File: src/rspt_pkg.sv
// shared types and constants for the retention safe point tracker
`timescale 1ns / 1ps
package rspt_pkg;

  localparam int FIFO_DEPTH = 16;
  localparam int IDX_W      = $clog2(FIFO_DEPTH);
  localparam int CNT_W      = $clog2(FIFO_DEPTH + 1);
  localparam int TIME_W     = 64;
  localparam int TS_W       = 64;
  localparam int RET_W      = 32;

  localparam logic [RET_W-1:0] RETENTION_RESET = RET_W'(600000);

  typedef struct packed {
    logic [TIME_W-1:0] time_ms;
    logic [TS_W-1:0]   ts;
  } sample_t;

  // chain control from the sequencer
  typedef struct packed {
    logic             shift;
    logic             load;
    logic [IDX_W-1:0] load_idx;
  } chain_ctrl_t;

  typedef struct packed {
    logic [CNT_W-1:0] count;
  } ctrl_status_t;

  typedef enum logic {
    ST_IDLE,
    ST_SCAN
  } state_t;

endpackage

File: src/rspt_cell.sv
// one sample cell of the shifting sample chain
`timescale 1ns / 1ps
module rspt_cell (
  input  logic             clk,
  input  logic             shift,
  input  logic             load,
  input  rspt_pkg::sample_t load_data,
  input  rspt_pkg::sample_t neighbor,
  output rspt_pkg::sample_t data
);
  import rspt_pkg::*;

  sample_t data_r;
  sample_t data_nxt;

  // load wins over shift so a push and a drop can share a cycle
  always_comb begin
    data_nxt = data_r;
    if (load) begin
      data_nxt = load_data;
    end else if (shift) begin
      data_nxt = neighbor;
    end
  end

  always_ff @(posedge clk) begin
    data_r <= data_nxt;
  end

  assign data = data_r;

endmodule

File: src/rspt_ctrl.sv
// sequencer: push, head expiry scan, retention register and result registers
`timescale 1ns / 1ps
module rspt_ctrl (
  input  logic                          clk,
  input  logic                          rst_n,
  input  logic                          start,
  input  logic [rspt_pkg::TIME_W-1:0]   in_now_ms,
  input  logic                          cfg_we,
  input  logic [rspt_pkg::RET_W-1:0]    cfg_retention_ms,
  input  rspt_pkg::sample_t             head,
  output logic                          busy,
  output rspt_pkg::chain_ctrl_t         chain,
  output rspt_pkg::ctrl_status_t        status,
  output logic                          out_valid,
  output logic                          out_collect,
  output logic [rspt_pkg::TS_W-1:0]     out_safe_point_ts,
  output logic                          out_sample_dropped
);
  import rspt_pkg::*;

  localparam logic [CNT_W-1:0] CNT_FULL = CNT_W'(FIFO_DEPTH);

  state_t            state_r, state_nxt;
  logic [CNT_W-1:0]  count_r, count_nxt;
  logic [RET_W-1:0]  retention_r;
  logic [TIME_W-1:0] now_r, now_nxt;
  logic [TS_W-1:0]   safe_r, safe_nxt;
  logic              dropped_r, dropped_nxt;
  logic              ovalid_r, ovalid_nxt;
  logic [TS_W-1:0]   osafe_r, osafe_nxt;
  logic              odrop_r, odrop_nxt;

  logic              accept;
  logic              full;
  logic [CNT_W-1:0]  cnt_after_drop;
  logic [TIME_W:0]   expiry_sum;
  logic              expired;
  logic              pop;

  assign accept         = (state_r == ST_IDLE) && start;
  assign full           = (count_r == CNT_FULL);
  assign cnt_after_drop = full ? (CNT_FULL - CNT_W'(1)) : count_r;

  // saturating sum: on carry the bound is all ones, reached only by an all-ones now
  assign expiry_sum = {1'b0, head.time_ms} + {{(TIME_W+1-RET_W){1'b0}}, retention_r};
  assign expired    = expiry_sum[TIME_W] ? (&now_r)
                                         : (expiry_sum[TIME_W-1:0] <= now_r);
  assign pop        = (state_r == ST_SCAN) && (count_r != '0) && expired;

  // next state
  always_comb begin
    state_nxt = state_r;
    case (state_r)
      ST_IDLE: begin
        if (start) begin
          state_nxt = ST_SCAN;
        end
      end
      ST_SCAN: begin
        if (!pop) begin
          state_nxt = ST_IDLE;
        end
      end
      default: state_nxt = ST_IDLE;
    endcase
  end

  // outputs and datapath next values
  always_comb begin
    busy        = (state_r == ST_SCAN);
    chain       = '0;
    count_nxt   = count_r;
    now_nxt     = now_r;
    safe_nxt    = safe_r;
    dropped_nxt = dropped_r;
    ovalid_nxt  = 1'b0;
    osafe_nxt   = osafe_r;
    odrop_nxt   = odrop_r;
    case (state_r)
      ST_IDLE: begin
        if (accept) begin
          chain.shift    = full;
          chain.load     = 1'b1;
          chain.load_idx = cnt_after_drop[IDX_W-1:0];
          count_nxt      = cnt_after_drop + CNT_W'(1);
          now_nxt        = in_now_ms;
          safe_nxt       = '0;
          dropped_nxt    = full;
        end
      end
      ST_SCAN: begin
        if (pop) begin
          chain.shift = 1'b1;
          count_nxt   = count_r - CNT_W'(1);
          safe_nxt    = head.ts;
        end else begin
          ovalid_nxt = 1'b1;
          osafe_nxt  = safe_r;
          odrop_nxt  = dropped_r;
        end
      end
      default: ;
    endcase
  end

  always_ff @(posedge clk) begin
    if (!rst_n) begin
      state_r     <= ST_IDLE;
      count_r     <= '0;
      retention_r <= RETENTION_RESET;
      ovalid_r    <= 1'b0;
    end else begin
      state_r  <= state_nxt;
      count_r  <= count_nxt;
      ovalid_r <= ovalid_nxt;
      if (cfg_we) begin
        retention_r <= cfg_retention_ms;
      end
    end
  end

  always_ff @(posedge clk) begin
    now_r     <= now_nxt;
    safe_r    <= safe_nxt;
    dropped_r <= dropped_nxt;
    osafe_r   <= osafe_nxt;
    odrop_r   <= odrop_nxt;
  end

  assign status.count       = count_r;
  assign out_valid          = ovalid_r;
  assign out_safe_point_ts  = osafe_r;
  assign out_collect        = (osafe_r != '0);
  assign out_sample_dropped = odrop_r;

endmodule

File: src/retention_safe_point_tracker.sv
// top level: sample cell chain and its scan sequencer
`timescale 1ns / 1ps
//
//  channel  | ports                                         | handshake
//  ---------+-----------------------------------------------+--------------------------
//  input    | in_now_ms, in_current_ts                      | start high, busy low
//  result   | out_collect, out_safe_point_ts,               | out_valid, one cycle,
//           | out_sample_dropped                            | no back-pressure
//  config   | cfg_retention_ms                              | cfg_we, no wait
//
//  after accept the scan retires the k samples that expire (0..FIFO_DEPTH) from the head,
//  then registers the result strobe once the head no longer expires
//  the rate is set by the head compare: one expiry check and chain shift per cycle
//  busy is high during the scan; the next item is taken in the cycle the strobe shows
//  synchronous active-low reset empties the chain and restores retention to 600000
//  the receiver cannot stall: each result is shown for exactly one cycle
//
module retention_safe_point_tracker (
  input  logic                          clk,
  input  logic                          rst_n,
  input  logic                          start,
  output logic                          busy,
  input  logic [rspt_pkg::TIME_W-1:0]   in_now_ms,
  input  logic [rspt_pkg::TS_W-1:0]     in_current_ts,
  output logic                          out_valid,
  output logic                          out_collect,
  output logic [rspt_pkg::TS_W-1:0]     out_safe_point_ts,
  output logic                          out_sample_dropped,
  input  logic                          cfg_we,
  input  logic [rspt_pkg::RET_W-1:0]    cfg_retention_ms
);
  import rspt_pkg::*;

  chain_ctrl_t  chain;
  ctrl_status_t status;
  sample_t      load_data;
  sample_t      cell_q [FIFO_DEPTH];
  sample_t      cell_next [FIFO_DEPTH];

  assign load_data.time_ms = in_now_ms;
  assign load_data.ts      = in_current_ts;

  // cell 0 is the oldest sample; the chain shifts toward it on pop or drop
  for (genvar i = 0; i < FIFO_DEPTH; i++) begin : g_cell
    logic load_en;

    assign load_en = chain.load && (chain.load_idx == IDX_W'(i));

    if (i == FIFO_DEPTH - 1) begin : g_last
      // nothing behind the tail cell, an empty slot shifts in
      assign cell_next[i] = '0;
    end else begin : g_mid
      assign cell_next[i] = cell_q[i+1];
    end

    rspt_cell u_cell (
      .clk       (clk),
      .shift     (chain.shift),
      .load      (load_en),
      .load_data (load_data),
      .neighbor  (cell_next[i]),
      .data      (cell_q[i])
    );
  end

  // sequencer sees only the head cell
  rspt_ctrl u_ctrl (
    .clk                (clk),
    .rst_n              (rst_n),
    .start              (start),
    .in_now_ms          (in_now_ms),
    .cfg_we             (cfg_we),
    .cfg_retention_ms   (cfg_retention_ms),
    .head               (cell_q[0]),
    .busy               (busy),
    .chain              (chain),
    .status             (status),
    .out_valid          (out_valid),
    .out_collect        (out_collect),
    .out_safe_point_ts  (out_safe_point_ts),
    .out_sample_dropped (out_sample_dropped)
  );

`ifndef SYNTHESIS
  // occupancy never exceeds the chain length
  a_count_bound: assert property (@(posedge clk) disable iff (!rst_n)
    status.count <= CNT_W'(FIFO_DEPTH))
    else $error("sample count above chain depth");

  // a result only follows a scan cycle
  a_valid_after_scan: assert property (@(posedge clk) disable iff (!rst_n)
    out_valid |-> $past(busy))
    else $error("result strobe without a scan");

  // a push always leaves at least one live sample before the scan
  a_push_nonempty: assert property (@(posedge clk) disable iff (!rst_n)
    (start && !busy) |=> (status.count != '0))
    else $error("push left the chain empty");

  // the chain never loads while scanning
  a_scan_no_load: assert property (@(posedge clk) disable iff (!rst_n)
    busy |-> !chain.load)
    else $error("load during scan");
`endif

endmodule

File: config.mk
export PLATFORM = sky130hd
export DESIGN_NAME = retention_safe_point_tracker
export DESIGN_NICKNAME = d
export VERILOG_FILES = /design/src/rspt_pkg.sv /design/src/rspt_cell.sv /design/src/rspt_ctrl.sv /design/src/retention_safe_point_tracker.sv
export SDC_FILE = /design/constraint.sdc
export NUM_CORES = 2
export LEC_CHECK = 0
export BUFFER_PORTS_ARGS = -buffer_cell sky130_fd_sc_hd__buf_2
export CAP_MARGIN = 30
export CELL_PAD_IN_SITES_DETAIL_PLACEMENT = 2
export CELL_PAD_IN_SITES_GLOBAL_PLACEMENT = 2
export CORE_MARGIN = 4
export CORE_UTILIZATION = 50
export DETAILED_ROUTE_END_ITERATION = 12
export PLACE_DENSITY_LB_ADDON = 0.15
export SLEW_MARGIN = 0
export SYNTH_ARGS = -nofsm -noshare
export SYNTH_HDL_FRONTEND = slang
export SYNTH_SLANG_ARGS = --single-unit
File: constraint.sdc
create_clock -name clk -period 18.38 [get_ports clk]
set_clock_uncertainty 0.15 [all_clocks]
set_input_delay 2.757 -clock clk [delete_from_list [all_inputs] [get_ports clk]]
set_output_delay 2.757 -clock clk [all_outputs]
set_load 0.05 [all_outputs]
Word-level counts from Yosys, hierarchy flattened
Index checks and enable logic that the tools add are counted.
{ "totals": {"elab_cells": 155, "out_inout_bits": 68, "ff_bits": 2281} }
{ "classes": {"n_mux": 47, "bitwise": 2, "eq_ne": 18, "reduce_logical": 43, "n_lt_le_gt_ge": 1, "add_sub_neg": 3} }
{ "op_table": {"columns": ["cell", "n"], "rows": [
  ["128-bit 2-to-1 mux", 32],
  ["64-bit 2-to-1 mux", 2],
  ["64-bit one-hot mux with 2 select lines", 1],
  ["64-bit by 32-bit adder with 65-bit output", 1],
  ["64-bit <= comparator", 1],
  ["64-bit AND reduction", 1],
  ["64-bit nonzero test", 1],
  ["4-bit == test, second input constant", 8],
  ["2-bit nonzero test", 16],
  ["5-bit 2-to-1 mux", 4],
  ["1-bit logical AND", 19],
  ["4-bit by 3-bit == test with 1-bit output, second input constant", 4],
  ["5-bit one-hot mux with 2 select lines", 1],
  ["4-bit by 2-bit == test with 1-bit output, second input constant", 2],
  ["2-bit AND reduction", 4],
  ["6-bit 2-to-1 mux", 1],
  ["5-bit by 1-bit adder with 5-bit output, second input constant", 1],
  ["5-bit == test, second input constant", 1],
  ["5-bit nonzero test", 1],
  ["5-bit by 1-bit subtractor with 5-bit output, second input constant", 1],
  ["4-bit by 1-bit == test with 1-bit output, second input constant", 1],
  ["4-bit logical NOT", 1],
  ["1-bit 2-to-1 mux", 4],
  ["1-bit one-hot mux with 2 select lines", 2],
  ["3 further kinds", 4]
]} }

Logic depth before layout (Yosys ltp)
{ "depth": {"word_depth": 8, "depth_mapped": 22, "depth_no_buf": 22} }

Cells and area by module
From an unflattened synthesis, not the netlist that was laid out.
{ "hier_totals": {"hier_cells": 5388, "area_unflattened_um2": 99170.1} }
{ "by_module_without_submodules": {"columns": ["module", "n_inst", "area_per_inst_um2", "cells_per_inst"], "rows": [
  ["rspt_cell", 16, 5442.7, 271],
  ["rspt_ctrl", 1, 11965.2, 1028],
  ["retention_safe_point_tracker", 1, 121.4, 24]
]} }

Worst setup path after synthesis
OpenSTA, ideal clock, no wires.
{ "synth_timing": {"kind": "input to register", "startpoint": "in start", "endpoint": "reg g_cell[11].u_cell.data_r (netlist bit g_cell[11].u_cell.data[0]), enable pin", "t_required_ps": 17720, "setup_slack_ps": 9239, "n_path_buf": 2, "t_arrival_ps": 8482, "stages": 6, "path_cell_list": "nand2b_1 > inv_1 > and3_1 > clkbuf_1 > buf_1 > nand2b_1"} }
{ "synth_via": {"elab_chain_cells": 6, "word_cells_on_any_way": 7, "cone_classes": "eq/ne (1); mux (3); reduce/logical (3)"} }
{ "synth_rtl": {"columns": ["item", "line", "source"], "rows": [
  ["start: declaration", "retention_safe_point_tracker.sv:21", "input logic start,"],
  ["1-bit logical AND (*)", "rspt_ctrl.sv:40", "assign accept = (state_r == ST_IDLE) && start;"],
  ["6-bit 2-to-1 mux (*)", "rspt_ctrl.sv:81", "if (accept) begin"],
  ["5-bit 2-to-1 mux", "rspt_ctrl.sv:79", "case (state_r)"],
  ["4-bit == test", "retention_safe_point_tracker.sv:47", "assign load_en = chain.load && (chain.load_idx == IDX_W'(i));"],
  ["1-bit logical AND", "retention_safe_point_tracker.sv:47", null],
  ["2-bit nonzero test (no source line) (*)", null, null],
  ["end signal: assignment", "rspt_cell.sv:27", "data_r <= data_nxt;"],
  ["end: declaration", "rspt_cell.sv:13", "sample_t data_r;"]
]} }
Every way passes the cells marked *; elsewhere a longest branch is shown, timed or not.
A chain may end at the register's enable or synchronous reset.

Worst setup path in the final report
{ "layout_timing": {"startpoint": "reg g_cell[0].u_cell.data_r (netlist bit g_cell[0].u_cell.data[64])", "endpoint": "reg g_cell[11].u_cell.data_r (netlist bit g_cell[11].u_cell.data[46]), enable pin"} }
{ "layout_via": {"elab_chain_cells": 7} }
{ "layout_rtl": {"columns": ["item", "line", "source"], "rows": [
  ["start: declaration", "rspt_cell.sv:13", null],
  ["start signal: assignment", "rspt_cell.sv:27", null],
  ["64-bit by 32-bit adder with 65-bit output (*)", "rspt_ctrl.sv:45", "assign expiry_sum = {1'b0, head.time_ms} + {{(TIME_W+1-RET_W){1'b0}}, retention_r};"],
  ["64-bit <= comparator", "rspt_ctrl.sv:47", ": (expiry_sum[TIME_W-1:0] <= now_r);"],
  ["1-bit 2-to-1 mux (*)", "rspt_ctrl.sv:46", "assign expired = expiry_sum[TIME_W] ? (&now_r)"],
  ["1-bit logical AND (*)", "rspt_ctrl.sv:48", "assign pop = (state_r == ST_SCAN) && (count_r != '0) && expired;"],
  ["1-bit 2-to-1 mux (*)", "rspt_ctrl.sv:92", "if (pop) begin"],
  ["1-bit one-hot mux with 2 select lines (*)", "rspt_ctrl.sv:79", null],
  ["2-bit nonzero test (no source line) (*)", null, null]
]} }
Marks and branches as above.

==> results.txt <==
----------------------------------------------------
[Status]
  Result of the run ... finished clean

[Synthesis]
  Top cells by area, synth ... sky130_fd_sc_hd__edfxtp_1, sky130_fd_sc_hd__mux2_2, sky130_fd_sc_hd__clkbuf_1
  Average size of a mapped cell ... 17.6 µm²
  Share of synthesized area occupied by flip-flops and latches ... 69.8%
  Main flop type after synthesis ... sky130_fd_sc_hd__edfxtp_1
  Number of flip-flops and latches in the synthesized netlist ... 2281
  Post-synth top area cell ... sky130_fd_sc_hd__edfxtp_1
  Number of distinct standard cells referenced by the synthesized netlist ... 64
  Net count after synthesis ... 5807
  Post-synth EDFFs ... 2242
  Yosys top cell area share ... 69.0%
  Summed instance area of the synthesized netlist ... 97600 µm²
  Post-synthesis instance total ... 5545
  Post-synthesis async set-or-reset flop share ... 0%
  Synthesis warning total ... 0

[Place]
  Post-DP HPWL ... 180000 µm
  Setup slack after placement ... 9.49 ns
  Final weighted congestion of routability-driven global placement ... 0.823
  I/O Buffers ... 231

[Min path]
  Class of the most critical hold timing path ... flop to flop
  Hold depth ... 0

[Global routing]
  First-pass GRT wire length ... 450000 µm
  Global-route congestion overflow total ... 0
  Maximum number of pins on one net before global-route repair ... 114
  Overall fraction of global-route tracks in use ... 30.7%
  Vias in the first global route ... 58200
  Number of antenna violations at the first check in global routing ... 19

[Floorplan]
  Initial Utilization ... 50.5%
  Placeable Area ... 193000 µm²
  Die W ... 450 µm
  Overall die area ... 202000 µm²
  Vert. Die Dim ... 450 µm
  IO Count ... 232
  Standard-cell row count ... 161

[Setup path]
  Classification of the worst setup path ... flop to flop
  Arr. time, crit path ... 9.30 ns
  CP Data Required Time ... 18.80 ns
  Count of cells along the worst register-to-register path ... 24
  Kind of start point of the critical path ... flop
  Kind of capture point of the worst setup path ... flop
  Critical path peak fanout ... 40

[Pwr]
  Power density over the cells ... 137 nW/µm²
  Leakage power of the design ... 37.3 nW
  Worst vdd rail ir drop ... 105 µV

[Clocking]
  TritonCTS clock tree ... built
  Maximum number of buffers from clock root to sink ... 3
  Cts bufs inserted ... 236
  CTS sink count ... 2281
  Number of levels in the clock H-tree ... 4
  Number of hold buffers added after cts ... 0
  Skew-Pair Late Insertion Delay ... 0.90 ns
  Clock root buffer ... sky130_fd_sc_hd__clkbuf_16
  Clock-pin slew on the worst setup and hold paths ... 0.06 ns
  # resized after CTS ... 0
  Total setup buffers inserted after CTS ... 0

[Drt]
  Routed length per placed instance ... 37.7 µm
  Violation count after the first detailed-route iteration ... 5235
  Final ANT Viol Nets ... 0
  Sum of routed wire length over all layers ... 318000 µm
  Via count ... 52900
  Drt first pass iters ... 5
  Routed vias/inst ... 6.25
  Number of DRC violations after detailed routing ... 0

[Timing]
  PnR worst setup slack ... 9.50 ns
  Final Max Slew Viols ... 0
  Slew of the pin with the lowest slew margin ... 1.20 ns
  Worst slew margin ... 20.2%
  Final setup vio count ... 0
  Sum Neg Setup Slack ... 0 ns
  Highest achievable clock rate ... 113 MHz
  Final cycle utilization of the critical path ... 48.3%
  Final critical path time including I/O delays and setup ... 8.88 ns
  Number of endpoints with negative hold slack in the final report ... 0
  RSZ-0062 raised after global routing ... false

[Final layout]
  Layout filler cell count ... 16300
  # nets final ... 5972
  Syn-to-layout area delta ... 12.0%
  Footprint of the multi-input gates ... 28000 µm²
  Storage cell area ... 68100 µm²
  Share of layout cells above drive strength 1 ... 44.2%

[Job]
  Maxcap violations ... 0

----------------------------------------------------
-- logic make-up (layout without fill, tap and decap cells) --
kind of cell,Yosys count,in the layout,share of synthesized area (%)
flops,2281,2281,69.8
other cells,0,19,0
compound gates,171,171,1.19
simple gates,510,510,2.87
buf+inv,468,836,1.82
fa+ha+maj,98,98,1.26
xor+xnor,62,62,0.556
mux,1955,1955,22.5
-- metrics by stage --
stage               hold slack, ns  instance area [µm²]  instances  total power (W)  utilization, %
finish                       0.259               109000       8458           0.0150            56.5
global route                 0.283               109000       8455           0.0155            56.5
CTS                          0.276               109000       8431           0.0150            56.4
detailed placement           0.255               102000       7990           0.0102            52.5
global placement             0.251               101000       7978          0.00982            52.4
floorplan                    0.250                97600       5545          0.00895               -
-- cell usage in the layout (no fill, tap or decap), drive strengths merged, types with 25 or more instances in the layout --
cell and n:
mux2 1920, edfxtp 2242, nand4 49, nor4 25, xnor2 35, inv 89
buf 312, and2 198, clkbuf 313, a21oi 69, a21o 29, o21ai 27
xor2 27, ha 97, dfxtp 39, nor2 65, mux2i 35, clkinv 97
nand2 91, nand3 35
-- synth_stat cells, types with 25 or more instances --
| library cell | n |
|---|---|
| sky130_fd_sc_hd__mux2_2 | 1920 |
| sky130_fd_sc_hd__mux2i_1 | 35 |
| sky130_fd_sc_hd__xor2_1 | 27 |
| sky130_fd_sc_hd__ha_1 | 97 |
| sky130_fd_sc_hd__xnor2_1 | 35 |
| sky130_fd_sc_hd__a21oi_1 | 68 |
| sky130_fd_sc_hd__and2_1 | 198 |
| sky130_fd_sc_hd__nand4_1 | 49 |
| sky130_fd_sc_hd__nand2_1 | 80 |
| sky130_fd_sc_hd__inv_1 | 81 |
| sky130_fd_sc_hd__o21ai_0 | 25 |
| sky130_fd_sc_hd__nand3_1 | 35 |
| sky130_fd_sc_hd__a21o_1 | 28 |
| sky130_fd_sc_hd__dfxtp_1 | 39 |
| sky130_fd_sc_hd__clkbuf_1 | 365 |
| sky130_fd_sc_hd__nor2_1 | 65 |
| sky130_fd_sc_hd__edfxtp_1 | 2242 |
| sky130_fd_sc_hd__nor4_1 | 25 |
-- flip-flops by register name (all words and copies together) (netlist names) --
name                       flops
g_cell.u_cell.data          2048
u_ctrl.safe_r                 64
u_ctrl.retention_r            32
u_ctrl.out_safe_point_ts      64
u_ctrl.now_r                  64
u_ctrl.dropped_r               1
u_ctrl.status                  5
u_ctrl.out_sample_dropped      1
u_ctrl.busy                    1
u_ctrl.out_valid               1
-- area by class of cell --
type                    count  share of cell area, %
repair buffers            312                   1.94
inverters                  83                  0.289
clock inverters           128                   1.06
diodes                     19                 0.0435
flip-flops and latches   2281                   62.3
clock buffers             313                   5.78
multi-input cells        2796                   25.7
well taps                2526                   2.89
-- worst max-delay path: stages, from the launching register on --
cell and delay (ns):
sky130_fd_sc_hd__edfxtp_1 0.38, sky130_fd_sc_hd__ha_1 0.25, sky130_fd_sc_hd__fa_1 0.46, sky130_fd_sc_hd__a211o_1 0.36, sky130_fd_sc_hd__a211o_1 0.35, sky130_fd_sc_hd__a311oi_2 0.32, sky130_fd_sc_hd__o2111ai_2 0.20, sky130_fd_sc_hd__a221oi_4 0.59
sky130_fd_sc_hd__nor2_1 0.24, sky130_fd_sc_hd__nand2_1 0.22, sky130_fd_sc_hd__nor2_1 0.08, sky130_fd_sc_hd__xor2_1 0.18, sky130_fd_sc_hd__ha_1 0.35, sky130_fd_sc_hd__nand4_1 0.16, sky130_fd_sc_hd__or4_1 0.58, sky130_fd_sc_hd__nand2b_1 0.20
sky130_fd_sc_hd__nor4_1 0.38, sky130_fd_sc_hd__a21oi_2 0.12, sky130_fd_sc_hd__o21ai_2 0.25, sky130_fd_sc_hd__a22oi_4 0.10, sky130_fd_sc_hd__buf_4 0.36, sky130_fd_sc_hd__nand2b_4 0.55, sky130_fd_sc_hd__buf_4 0.67, sky130_fd_sc_hd__buf_4 0.62
sky130_fd_sc_hd__buf_16 0.32
-- report_power, final --
| group | total [W] | switching, W | leakage [nW] | internal (W) |
|---|---|---|---|---|
| sequential | 0.00738 | 0.000380 | 20.8 | 0.00700 |
| combinational | 0.00282 | 0.00189 | 12.9 | 0.000930 |
| clock | 0.00483 | 0.00218 | 3.63 | 0.00265 |
| total | 0.0150 | 0.00444 | 37.3 | 0.0106 |
-- per-layer routing --
layer / routed length (µm) / part of all wire, % / GRT usage [%]
met4: 9300 / 2.9 / 9.50
met1: 130000 / 41 / 40.3
met5: 10 / 0.0031 / 0
met2: 164000 / 52 / 53.6
met3: 15200 / 4.8 / 3.49
-- path summary, 6_finish.rpt --
| path | slack (ns) | to | from |
|---|---|---|---|
| worst max-delay path | 9.50 | g_cell[11].u_cell.data[46]$_DFFE_PP_ | g_cell[0].u_cell.data[64]$_DFFE_PP_ |
| worst min-delay path | 0.26 | u_ctrl.out_safe_point_ts[20]$_DFFE_PP_ | u_ctrl.safe_r[20]$_SDFFCE_PN0P_ |
| worst max register to register | 9.50 | g_cell[11].u_cell.data[46]$_DFFE_PP_ | g_cell[0].u_cell.data[64]$_DFFE_PP_ |
| worst min register to register | 0.26 | u_ctrl.out_safe_point_ts[20]$_DFFE_PP_ | u_ctrl.safe_r[20]$_SDFFCE_PN0P_ |
Power figures use the tool's default switching activity.
